<file path="src/sv/b8d_pkg.sv">
package b8d_pkg;

    typedef enum logic [1:0] {
        ST_OK        = 2'd0,
        ST_BAD_CHAR  = 2'd1,
        ST_BAD_LEN   = 2'd2,
        ST_MISMATCH  = 2'd3
    } t_status;

    typedef struct packed {
        logic [7:0] data_byte;
        logic       byte_valid;
        t_status    status;
        logic       end_of_stream;
    } t_result;

endpackage

</file>
<file path="src/sv/b8d_front.sv">
module b8d_front (
    input  logic             i_clk,
    input  logic             i_rst_n,
    input  logic             i_cfg_we,
    input  logic [7:0]       i_cfg_data,
    input  logic             i_accept,
    input  logic [7:0]       i_digit_char,
    input  logic             i_last,
    output logic             o_push,
    output b8d_pkg::t_result o_result
);
    import b8d_pkg::*;

    localparam logic [7:0] START_CHAR_RESET = 8'd48;
    localparam logic [2:0] POS_BYTE0 = 3'd2;
    localparam logic [2:0] POS_BYTE1 = 3'd5;
    localparam logic [2:0] POS_BYTE2 = 3'd7;

    logic [7:0] r_start_char;
    logic [2:0] r_phase;
    logic [9:0] r_buf;
    logic [1:0] r_ones;
    logic       r_bad_seen;

    logic [2:0] n_phase;
    logic [9:0] n_buf;
    logic [1:0] n_ones;
    logic       n_bad_seen;

    logic [7:0] diff;
    logic [2:0] digit;
    logic [1:0] digit_ones;
    logic       bad_char;
    logic [9:0] shifted;
    logic       have_byte;
    logic [7:0] byte_val;
    t_status    status;

    always_comb begin
        diff       = i_digit_char - r_start_char;
        digit      = diff[2:0];
        digit_ones = {1'b0, digit[0]} + {1'b0, digit[1]} + {1'b0, digit[2]};
        // upper bound compared in 9 bits so a high start code cannot wrap
        bad_char   = (i_digit_char < r_start_char) ||
                     ({1'b0, i_digit_char} > ({1'b0, r_start_char} + 9'd7));
        shifted    = {r_buf[6:0], digit};
        n_bad_seen = r_bad_seen | bad_char;
        n_ones     = i_last ? r_ones : (r_ones + digit_ones);
        n_phase    = r_phase + 3'd1;
        have_byte  = 1'b0;
        byte_val   = 8'd0;
        n_buf      = shifted;
        unique case (r_phase)
            POS_BYTE0: begin
                have_byte = 1'b1;
                byte_val  = shifted[8:1];
                n_buf     = {9'd0, shifted[0]};
            end
            POS_BYTE1: begin
                have_byte = 1'b1;
                byte_val  = shifted[9:2];
                n_buf     = {8'd0, shifted[1:0]};
            end
            POS_BYTE2: begin
                have_byte = 1'b1;
                byte_val  = shifted[7:0];
                n_buf     = 10'd0;
            end
            default: begin
            end
        endcase

        status = ST_OK;
        if (i_last) begin
            priority if (n_bad_seen) begin
                status = ST_BAD_CHAR;
            end else if (!have_byte) begin
                status = ST_BAD_LEN;
            end else if (r_phase == POS_BYTE0 && n_buf[0] != r_ones[0]) begin
                status = ST_MISMATCH;
            end else if (r_phase == POS_BYTE1 && n_buf[1:0] != r_ones) begin
                status = ST_MISMATCH;
            end else begin
                status = ST_OK;
            end
        end
    end

    assign o_push                 = i_accept && (have_byte || i_last);
    assign o_result.data_byte     = byte_val;
    assign o_result.byte_valid    = have_byte;
    assign o_result.status        = status;
    assign o_result.end_of_stream = i_last;

    always_ff @(posedge i_clk) begin
        if (!i_rst_n) begin
            r_start_char <= START_CHAR_RESET;
            r_phase      <= 3'd0;
            r_buf        <= 10'd0;
            r_ones       <= 2'd0;
            r_bad_seen   <= 1'b0;
        end else begin
            if (i_cfg_we) begin
                r_start_char <= i_cfg_data;
            end
            if (i_accept) begin
                if (i_last) begin
                    r_phase    <= 3'd0;
                    r_buf      <= 10'd0;
                    r_ones     <= 2'd0;
                    r_bad_seen <= 1'b0;
                end else begin
                    r_phase    <= n_phase;
                    r_buf      <= n_buf;
                    r_ones     <= n_ones;
                    r_bad_seen <= n_bad_seen;
                end
            end
        end
    end

    a_last_clears: assert property (@(posedge i_clk) disable iff (!i_rst_n)
        i_accept && i_last |=> r_phase == 3'd0 && r_buf == 10'd0 && !r_bad_seen)
        else $error("stream state not cleared after last beat");

    a_group_end_empty: assert property (@(posedge i_clk) disable iff (!i_rst_n)
        i_accept && r_phase == POS_BYTE2 |=> r_buf == 10'd0 && r_phase == 3'd0)
        else $error("bit buffer not empty at group end");

    a_push_reason: assert property (@(posedge i_clk) disable iff (!i_rst_n)
        o_push |-> o_result.byte_valid || o_result.end_of_stream)
        else $error("result pushed with neither byte nor end");

endmodule

</file>
<file path="src/sv/b8d_queue.sv">
module b8d_queue #(
    parameter int DEPTH = 2
) (
    input  logic             i_clk,
    input  logic             i_rst_n,
    input  logic             i_push,
    input  b8d_pkg::t_result i_data,
    input  logic             i_pop,
    output b8d_pkg::t_result o_data,
    output logic             o_empty,
    output logic             o_full
);
    import b8d_pkg::*;

    localparam int PTR_W = (DEPTH > 1) ? $clog2(DEPTH) : 1;
    localparam int CNT_W = $clog2(DEPTH + 1);
    localparam logic [PTR_W-1:0] LAST_PTR = PTR_W'(DEPTH - 1);
    localparam logic [CNT_W-1:0] FULL_CNT = CNT_W'(DEPTH);

    t_result          r_mem [DEPTH];
    logic [PTR_W-1:0] r_wr_ptr;
    logic [PTR_W-1:0] r_rd_ptr;
    logic [CNT_W-1:0] r_count;

    logic do_push;
    logic do_pop;

    assign o_empty = (r_count == '0);
    assign o_full  = (r_count == FULL_CNT);
    assign do_push = i_push && !o_full;
    assign do_pop  = i_pop && !o_empty;
    assign o_data  = r_mem[r_rd_ptr];

    always_ff @(posedge i_clk) begin
        if (do_push) begin
            r_mem[r_wr_ptr] <= i_data;
        end
    end

    always_ff @(posedge i_clk) begin
        if (!i_rst_n) begin
            r_wr_ptr <= '0;
            r_rd_ptr <= '0;
            r_count  <= '0;
        end else begin
            if (do_push) begin
                r_wr_ptr <= (r_wr_ptr == LAST_PTR) ? '0 : r_wr_ptr + 1'b1;
            end
            if (do_pop) begin
                r_rd_ptr <= (r_rd_ptr == LAST_PTR) ? '0 : r_rd_ptr + 1'b1;
            end
            if (do_push && !do_pop) begin
                r_count <= r_count + 1'b1;
            end else if (do_pop && !do_push) begin
                r_count <= r_count - 1'b1;
            end
        end
    end

    a_count_bound: assert property (@(posedge i_clk) disable iff (!i_rst_n)
        r_count <= FULL_CNT)
        else $error("queue count beyond depth");

    a_no_overflow: assert property (@(posedge i_clk) disable iff (!i_rst_n)
        i_push |-> !o_full)
        else $error("push into full queue");

    a_ptr_gap: assert property (@(posedge i_clk) disable iff (!i_rst_n)
        (o_empty || o_full) |-> r_wr_ptr == r_rd_ptr)
        else $error("queue pointers disagree with count");

endmodule

</file>
<file path="src/sv/b8d_back.sv">
module b8d_back (
    input  logic             i_clk,
    input  logic             i_rst_n,
    input  b8d_pkg::t_result i_data,
    input  logic             i_empty,
    output logic             o_pop,
    input  logic             i_out_stall,
    output logic             o_out_valid,
    output b8d_pkg::t_result o_result
);
    import b8d_pkg::*;

    logic    r_valid;
    t_result r_result;

    // output register refills whenever it is empty or its beat is taken
    assign o_pop       = !i_empty && (!r_valid || !i_out_stall);
    assign o_out_valid = r_valid;
    assign o_result    = r_result;

    always_ff @(posedge i_clk) begin
        if (!i_rst_n) begin
            r_valid <= 1'b0;
        end else if (!r_valid || !i_out_stall) begin
            r_valid <= !i_empty;
        end
    end

    always_ff @(posedge i_clk) begin
        if (o_pop) begin
            r_result <= i_data;
        end
    end

endmodule

</file>
<file path="src/sv/base8_decoder_with_check_digit.sv">
// Octal text decoder: one character beat in per cycle unless stalled, a result beat
// out when a byte completes (digits 3, 6 and 8 of each group of eight) or on the last
// character, which also carries the final status. The front stage decodes and updates
// the stream state in the accept cycle; results pass through a QUEUE_DEPTH-entry queue
// to an output register. o_in_stall rises only when the queue is full; with the output
// side free the block sustains one character per cycle. start_char is written via
// i_cfg_we only while the block is idle; the user must ensure this, the block does not.
module base8_decoder_with_check_digit #(
    parameter int QUEUE_DEPTH = 2
) (
    input  logic       i_clk,
    input  logic       i_rst_n,
    input  logic       i_cfg_we,
    input  logic [7:0] i_cfg_data,
    input  logic       i_in_valid,
    output logic       o_in_stall,
    input  logic [7:0] i_digit_char,
    input  logic       i_last,
    output logic       o_out_valid,
    input  logic       i_out_stall,
    output logic [7:0] o_data_byte,
    output logic       o_byte_valid,
    output logic [1:0] o_status,
    output logic       o_end_of_stream
);
    import b8d_pkg::*;

    logic    accept;
    logic    push;
    logic    pop;
    logic    q_empty;
    logic    q_full;
    t_result front_res;
    t_result q_res;
    t_result out_res;

    assign o_in_stall = q_full;
    assign accept     = i_in_valid && !q_full;

    b8d_front u_front (
        .i_clk        (i_clk),
        .i_rst_n      (i_rst_n),
        .i_cfg_we     (i_cfg_we),
        .i_cfg_data   (i_cfg_data),
        .i_accept     (accept),
        .i_digit_char (i_digit_char),
        .i_last       (i_last),
        .o_push       (push),
        .o_result     (front_res)
    );

    b8d_queue #(
        .DEPTH (QUEUE_DEPTH)
    ) u_queue (
        .i_clk   (i_clk),
        .i_rst_n (i_rst_n),
        .i_push  (push),
        .i_data  (front_res),
        .i_pop   (pop),
        .o_data  (q_res),
        .o_empty (q_empty),
        .o_full  (q_full)
    );

    b8d_back u_back (
        .i_clk       (i_clk),
        .i_rst_n     (i_rst_n),
        .i_data      (q_res),
        .i_empty     (q_empty),
        .o_pop       (pop),
        .i_out_stall (i_out_stall),
        .o_out_valid (o_out_valid),
        .o_result    (out_res)
    );

    assign o_data_byte     = out_res.data_byte;
    assign o_byte_valid    = out_res.byte_valid;
    assign o_status        = out_res.status;
    assign o_end_of_stream = out_res.end_of_stream;

endmodule
</file>
<file path="config.mk">
export PLATFORM = sky130hd
export DESIGN_NAME = base8_decoder_with_check_digit
export DESIGN_NICKNAME = d
export VERILOG_FILES = /design/src/sv/b8d_pkg.sv /design/src/sv/b8d_front.sv /design/src/sv/b8d_queue.sv /design/src/sv/b8d_back.sv /design/src/sv/base8_decoder_with_check_digit.sv
export SDC_FILE = /design/constraint.sdc
export NUM_CORES = 1
export LEC_CHECK = 0
export BUFFER_PORTS_ARGS = -buffer_cell sky130_fd_sc_hd__buf_4
export CAP_MARGIN = 20
export CORE_UTILIZATION = 40
export DETAILED_ROUTE_END_ITERATION = 6
export GPL_TIMING_DRIVEN = 0
export PLACE_DENSITY = 0.61
export SLEW_MARGIN = 20
export SYNTH_ARGS = -nofsm -noshare
export SYNTH_HDL_FRONTEND = slang
export SYNTH_SLANG_ARGS = --single-unit
</file>
<file path="constraint.sdc">
create_clock -name i_clk -period 3.6 [get_ports i_clk]
set_input_delay 0.18 -clock i_clk [delete_from_list [all_inputs] [get_ports i_clk]]
set_output_delay 0.18 -clock i_clk [all_outputs]
set_load 0.005 [all_outputs]
</file>
==> results of run 1 <==
-- kinds of logic (layout without fill, tap and decap cells) --
logic type | count (synthesis) | in the layout | share of synthesized area (%)
adders and majority gates | 24 | 24 | 9.913
AOI/OAI and AO/OA | 50 | 50 | 12.35
muxes | 20 | 20 | 7.317
and+or+nand+nor | 77 | 77 | 12.16
DFF | 62 | 62 | 50.35
xor gates and xnor gates | 14 | 14 | 3.855
buffers and inverters | 30 | 80 | 4.052
-- sequential cells by signal, summed over array words and instances, names as in the netlist --
register	flops
u_queue.r_wr_ptr	1
u_queue.r_mem	24
u_front.r_bad_seen	1
u_back.o_out_valid	1
u_back.o_result	12
u_front.r_ones	2
u_front.r_phase	3
u_front.r_buf	7
u_queue.r_count	2
u_queue.r_rd_ptr	1
u_front.r_start_char	8
-- per-layer routing --
metal | global-route usage, % | up-vias | part of all wire (%)
li1 | - | 1099 | -
met1 | 21.20 | 1010 | 51
met2 | 24.18 | 34 | 45
met3 | 2.513 | 6 | 2.3
met4 | 7.143 | 0 | 1.5
met5 | 0 | - | 0
-- cell type report --
| cell class | instances | area (um2) |
|---|---|---|
| Sequential cell | 62 | 1602 |
| Buffer | 10 | 53.80 |
| Multi-Input combinational cell | 185 | 1450 |
| Inverter | 20 | 75.07 |
| Clock inverter | 7 | 125.1 |
| Tap cell | 102 | 127.6 |
| Timing Repair Buffer | 34 | 255.2 |
| Fill cell | 681 | 3915 |
| Clock buffer | 9 | 123.9 |
-- critical path: stages, from the launching register on --
cell	delay, ns
dfxtp_1	0.38
ha_1	0.16
inv_1	0.04
fa_1	0.58
inv_1	0.11
fa_1	0.48
inv_1	0.04
ha_1	0.20
xnor2_1	0.19
nor2_1	0.05
o21ai_0	0.13
a21boi_0	0.09
-- cell usage after synthesis (6+ instances only) --
master,number
a21boi_0,14
a21oi_1,6
a222oi_1,7
dfxtp_1,26
edfxtp_1,36
ha_1,22
inv_1,20
mux2_2,12
mux2i_1,6
nand2_1,24
nand3_1,12
nor2_1,12
nor2b_1,6
o21ai_0,6
xnor2_1,12
-- how the worst min path moves through the flow --
stage,from,to,slack [ns]
floorplan,i_last,u_queue.r_mem[0][0],0.28
detailed placement,i_cfg_data[4],u_front.r_start_char[4],0.41
global placement,i_cfg_data[5],u_front.r_start_char[5],0.40
finish,i_cfg_data[4],u_front.r_start_char[4],0.06
global route,i_cfg_data[4],u_front.r_start_char[4],0.06
CTS,i_cfg_data[4],u_front.r_start_char[4],0.05
-- power groups by stage --
stage	Combinational, mW	Clock [mW]	Sequential (mW)
after floorplan	0.295	0	0.962
after global placement	0.486	0	0.961
after detailed placement	0.494	0	0.966
after CTS	0.498	0.786	0.950
after global routing	0.543	0.821	0.963
final	0.491	0.771	0.948
-- per-stage QoR --
step	total power [mW]	area, um2	instances	setup WS [ns]	util (%)
after floorplan	1.258	3181	277	1.237	-
after global placement	1.447	3563	413	1.050	46.11
after detailed placement	1.460	3563	413	1.018	46.11
after CTS	2.233	3812	429	0.9959	49.34
after global routing	2.327	3812	429	0.7115	49.34
final	2.210	3812	429	1.029	49.34
==> impl_metrics.yaml, run 1 <==
status:
  status: "finished clean"
grt:
  track_usage_pct: 15.55
  overflow: 0
  grt_pass1_wl_um: 10030
  grt_pass1_vias: 2087
  grt_max_degree: 14
  antenna_found_initial: 0
synth:
  yosysTopAreaCell: "edfxtp_1"
  ys_ff_latch: 62
  netlist.area_leader.share_pct: 33.99
  syn_nets: 323
  synth_area_um2: 3181
  synth_warnings: 0
  async_reset_ff_share_pct: 0
  ys_top_cells_by_area: "edfxtp_1 34%, dfxtp_1 16%, ha_1 8.7%"
  synthFlopType: "edfxtp_1"
  yosysSeqAreaShare_pct: 50.35
  synth_edf_count: 36
  syn-instance-count: 277
  synth_area_per_cell_um2: 11.48
  synth_cell_types: 47
timing:
  setup_tns_ns: 0
  slew_viol_final: 0
  rsz0062_at_grt: "no"
  period_needed_ns: 2.571
  fin_hold_ws_ns: 0.06166
  hold_viol: 0
  setup_viol: 0
  fmax_mhz: 389.0
  period_share_pct: 71.41
  skew_ns: 0.01043
  max-slew-margin-rel_pct: 54.80
  worst_slew_pin_slew_ns: 0.6772
clock_network:
  cts_hold_buf: 0
  cts_sinks: 62
  cts-root-buf: "clkbuf_8"
  cts_tree: "done"
  cts_setup_buffers: 0
  ctsResizeCount: 0
  clk_pin_slew_worst_paths_ns: 0.07
  htreeDepth: 3
  clk_latency_ns: 0.34
  cts_buffers: 9
  clk_path_buf_depth: 2
run:
  cap_violations: 0
finish:
  area_growth_pct: 19.87
  finalNetCount: 368
  diodes: 0
  drive_gt1_share_pct: 23.85
  final_cell_mix: "36 x edfxtp_1, 35 x buf_4, 26 x dfxtp_1"
  final_common_cell: "edfxtp_1"
setup_path:
  r2r_slack_ns: 1.03
  crit_path_end_kind: "flip-flop"
  critPathMaxFanout: 4
  crit_type: "flip-flop to flip-flop"
  cp.arrival_ns: 2.79
  cp-startpoint: "u_front.r_start_char[0]"
  start_kind: "flip-flop"
  reg2reg_depth: 11
  cp-endpoint: "u_front.r_ones[1]"
  rr_startpoint: "u_front.r_start_char[0]"
  r2r_end: "u_front.r_ones[1]"
  worst_ep_required_time_ns: 3.82
die:
  die_x_um: 91.17
  io-pin-count: 36
  dieArea_um2: 8312
  core_um2: 7727
  rows: 32
  die_h_um: 91.17
  floorplan.initialDensity_pct: 41.16
worst_hold_path:
  min_path_cells: 3
  holdCritPathClass: "input port to flip-flop"
place:
  hpwlAfterDp_um: 4347
  io_buffers: 34
  finalWeightedCongestion: 0.8256
power:
  power_frac_clock_pct: 34.9
  p_per_area_nw_per_um2: 579.6
  pwr-share-comb_pct: 22.2
  seqPwrFrac_pct: 42.9
  vdd_drop_max_mv: 0.2566
  p_int_mw: 1.611
  p_sw_mw: 0.5990
  switching_share_pct: 27.11
  power.leakage_nw: 1.461
drt:
  drc: 0
  dr.pass1.iters: 4
  wirelength_um: 5970
  vias_per_cell: 5.009
  ant_nets: 0
  wl_per_cell_um: 13.92
  vias: 2149
  drt-initial-drc-count: 112
Note: power is estimated with default switching activity, not from simulation.
==> run 2, diff against run 1 <==
--- a/config.mk
+++ b/config.mk
@@ -10,7 +10,7 @@
 export CORE_UTILIZATION = 40
 export DETAILED_ROUTE_END_ITERATION = 6
 export GPL_TIMING_DRIVEN = 0
-export PLACE_DENSITY = 0.61
+export PLACE_DENSITY = 0.63
 export SLEW_MARGIN = 20
 export SYNTH_ARGS = -nofsm -noshare
 export SYNTH_HDL_FRONTEND = slang
==> constraint.sdc (replaced) <==
create_clock -name i_clk -period 2.26 [get_ports i_clk]
set_input_delay 0.113 -clock i_clk [delete_from_list [all_inputs] [get_ports i_clk]]
set_output_delay 0.113 -clock i_clk [all_outputs]
set_load 0.005 [all_outputs]
==> impl_metrics.yaml, run 2 (synthesis results as in run 1) <==
timing:
  setup_viol: 5
  rsz0062_at_grt: "yes"
  period_share_pct: 105.7
  fmax_mhz: 418.5
  period_needed_ns: 2.389
  skew_ns: 0.01403
  worst_slew_pin_slew_ns: 0.6832
  slew_viol_final: 0
  setup_tns_ns: -0.5831
  max-slew-margin-rel_pct: 54.40
  fin_ws_ns: -0.1293
  hold_viol: 0
grt:
  grt_max_degree: 14
  antenna_found_initial: 0
  grt_pass1_wl_um: 10520
  grt_pass1_vias: 2221
  overflow: 0
  track_usage_pct: 16.40
power:
  pwr-share-comb_pct: 25.8
  power.leakage_nw: 1.501
  p_sw_mw: 0.9646
  power_frac_clock_pct: 29.0
  p_int_mw: 2.381
  switching_share_pct: 28.83
  p_per_area_nw_per_um2: 845.8
  vdd_drop_max_mv: 0.3396
  seqPwrFrac_pct: 45.2
finish:
  stdcell_area_um2: 3955
  final_common_cell: "buf_4"
  finalNetCount: 379
  drive_gt1_share_pct: 32.54
  max_flop_register: "u_queue.r_mem"
  area_growth_pct: 24.35
  diodes: 0
  largest_reg_flops: 24
  final_cell_mix: "43 x buf_4, 36 x edfxtp_1, 24 x nand2_1"
drt:
  vias: 2238
  vias_per_cell: 5.086
  drt-initial-drc-count: 133
  ant_nets: 0
  wl_per_cell_um: 13.86
  drc: 0
  wirelength_um: 6098
  dr.pass1.iters: 4
status:
  violations: "setup timing"
  status: "complete, but fails checks"
setup_path:
  start_kind: "flip-flop"
  crit_buf_inv: 3
  crit_path_end_kind: "flip-flop"
  crit_type: "flip-flop to flip-flop"
  worst_ep_required_time_ns: 2.48
  critPathMaxFanout: 2
  cp_slowest_stage_delay_ns: 0.55
  cp_top_family: "adder cells"
  worst_path_max_delay_cell: "fa_2"
  path_cells: "ha_2 > inv_1 > fa_2 > inv_2 > fa_1 > inv_1 > ha_2 > xnor2_2 > nor2_1 > o21ai_1 > a21boi_1"
  cp.arrival_ns: 2.61
clock_network:
  cts-root-buf: "clkbuf_8"
  clk_path_buf_depth: 2
  clk_latency_ns: 0.34
  cts_tree: "done"
  htreeDepth: 3
  cts_buffers: 9
  clk_pin_slew_worst_paths_ns: 0.08
  cts_sinks: 62
run:
  cap_violations: 0
place:
  hpwlAfterDp_um: 4331
  post_dp_cell_area_um2: 3563
  io_buffers: 34
  finalWeightedCongestion: 0.8529
die:
  dieArea_um2: 8312
  core_um2: 7727
  io-pin-count: 36
  rows: 32
  die_h_um: 91.17
  floorplan.initialDensity_pct: 41.16
  die_x_um: 91.17
worst_hold_path:
  holdCritPathClass: "input port to flip-flop"
==> run 2: repair_timing <==
| item | in CTS | in global routing |
|---|---|---|
| setup buffers | 6 | 3 |
| pin swaps | 13 | 18 |
| resized for setup | 27 | 6 |
| endpoints found under the setup margin | 8 | 8 |
| endpoints found under the hold margin | 2 | 0 |
| hold buffers | 2 | 0 |
==> run 2: power by group through the flow <==
stage	clock network, mW	registers [mW]	logic (mW)
after floorplan	0	1.53	0.471
after global placement	0	1.53	0.774
after detailed placement	0	1.54	0.786
after CTS	1.00	1.52	0.839
after global routing	1.06	1.54	0.954
final	0.970	1.51	0.862
==> run 2: metal layers <==
| metal | track usage [%] | up-vias | part of all wire [%] |
|---|---|---|---|
| met5 | 0 | - | 0 |
| met4 | 7.540 | 0 | 1.6 |
| met3 | 3.183 | 9 | 2.9 |
| met2 | 25.63 | 38 | 47 |
| met1 | 21.95 | 1069 | 48 |
| li1 | - | 1122 | - |
==> run 2: area by class of cell <==
| cell class | instances | area (um2) |
|---|---|---|
| Inverter | 20 | 75.07 |
| Tap cell | 102 | 127.6 |
| Buffer | 10 | 53.80 |
| Fill cell | 696 | 3772 |
| Clock buffer | 9 | 123.9 |
| Sequential cell | 62 | 1615 |
| Clock inverter | 7 | 72.57 |
| Timing Repair Buffer | 45 | 346.6 |
| Multi-Input combinational cell | 185 | 1540 |
==> run 2: worst reg2reg max path, cell delays in order (launching register included) <==
cell      delay, ns
dfxtp_2        0.34
ha_2           0.17
inv_1          0.05
fa_2           0.55
inv_2          0.05
fa_1           0.47
inv_1          0.05
ha_2           0.19
xnor2_2        0.16
nor2_1         0.07
o21ai_1        0.13
a21boi_1       0.07
==> run 2: through the flow <==
step / cells / setup WS, ns / util (%) / power, mW / hold WS [ns]
after global routing: 440 / -0.2323 / 51.18 / 3.553 / 0.02907
after floorplan: 277 / -0.1027 / - / 2.004 / 0.2119
final: 440 / -0.1293 / 51.18 / 3.345 / 0.03051
after detailed placement: 413 / -0.3875 / 46.11 / 2.327 / 0.3351
after global placement: 413 / -0.3252 / 46.11 / 2.308 / 0.3279
after CTS: 437 / -0.1617 / 50.60 / 3.359 / 0.01005
==> run 2: final timing paths <==
check | endpoint | startpoint | cells after the start | slack, ns
max | u_front.r_ones[1] | u_front.r_start_char[0] | 11 | -0.13
min | u_front.r_start_char[6] | i_cfg_data[6] | 3 | 0.03
max reg2reg | u_front.r_ones[1] | u_front.r_start_char[0] | 11 | -0.13
min reg2reg | u_front.r_buf[6] | u_front.r_buf[6] | 2 | 0.48
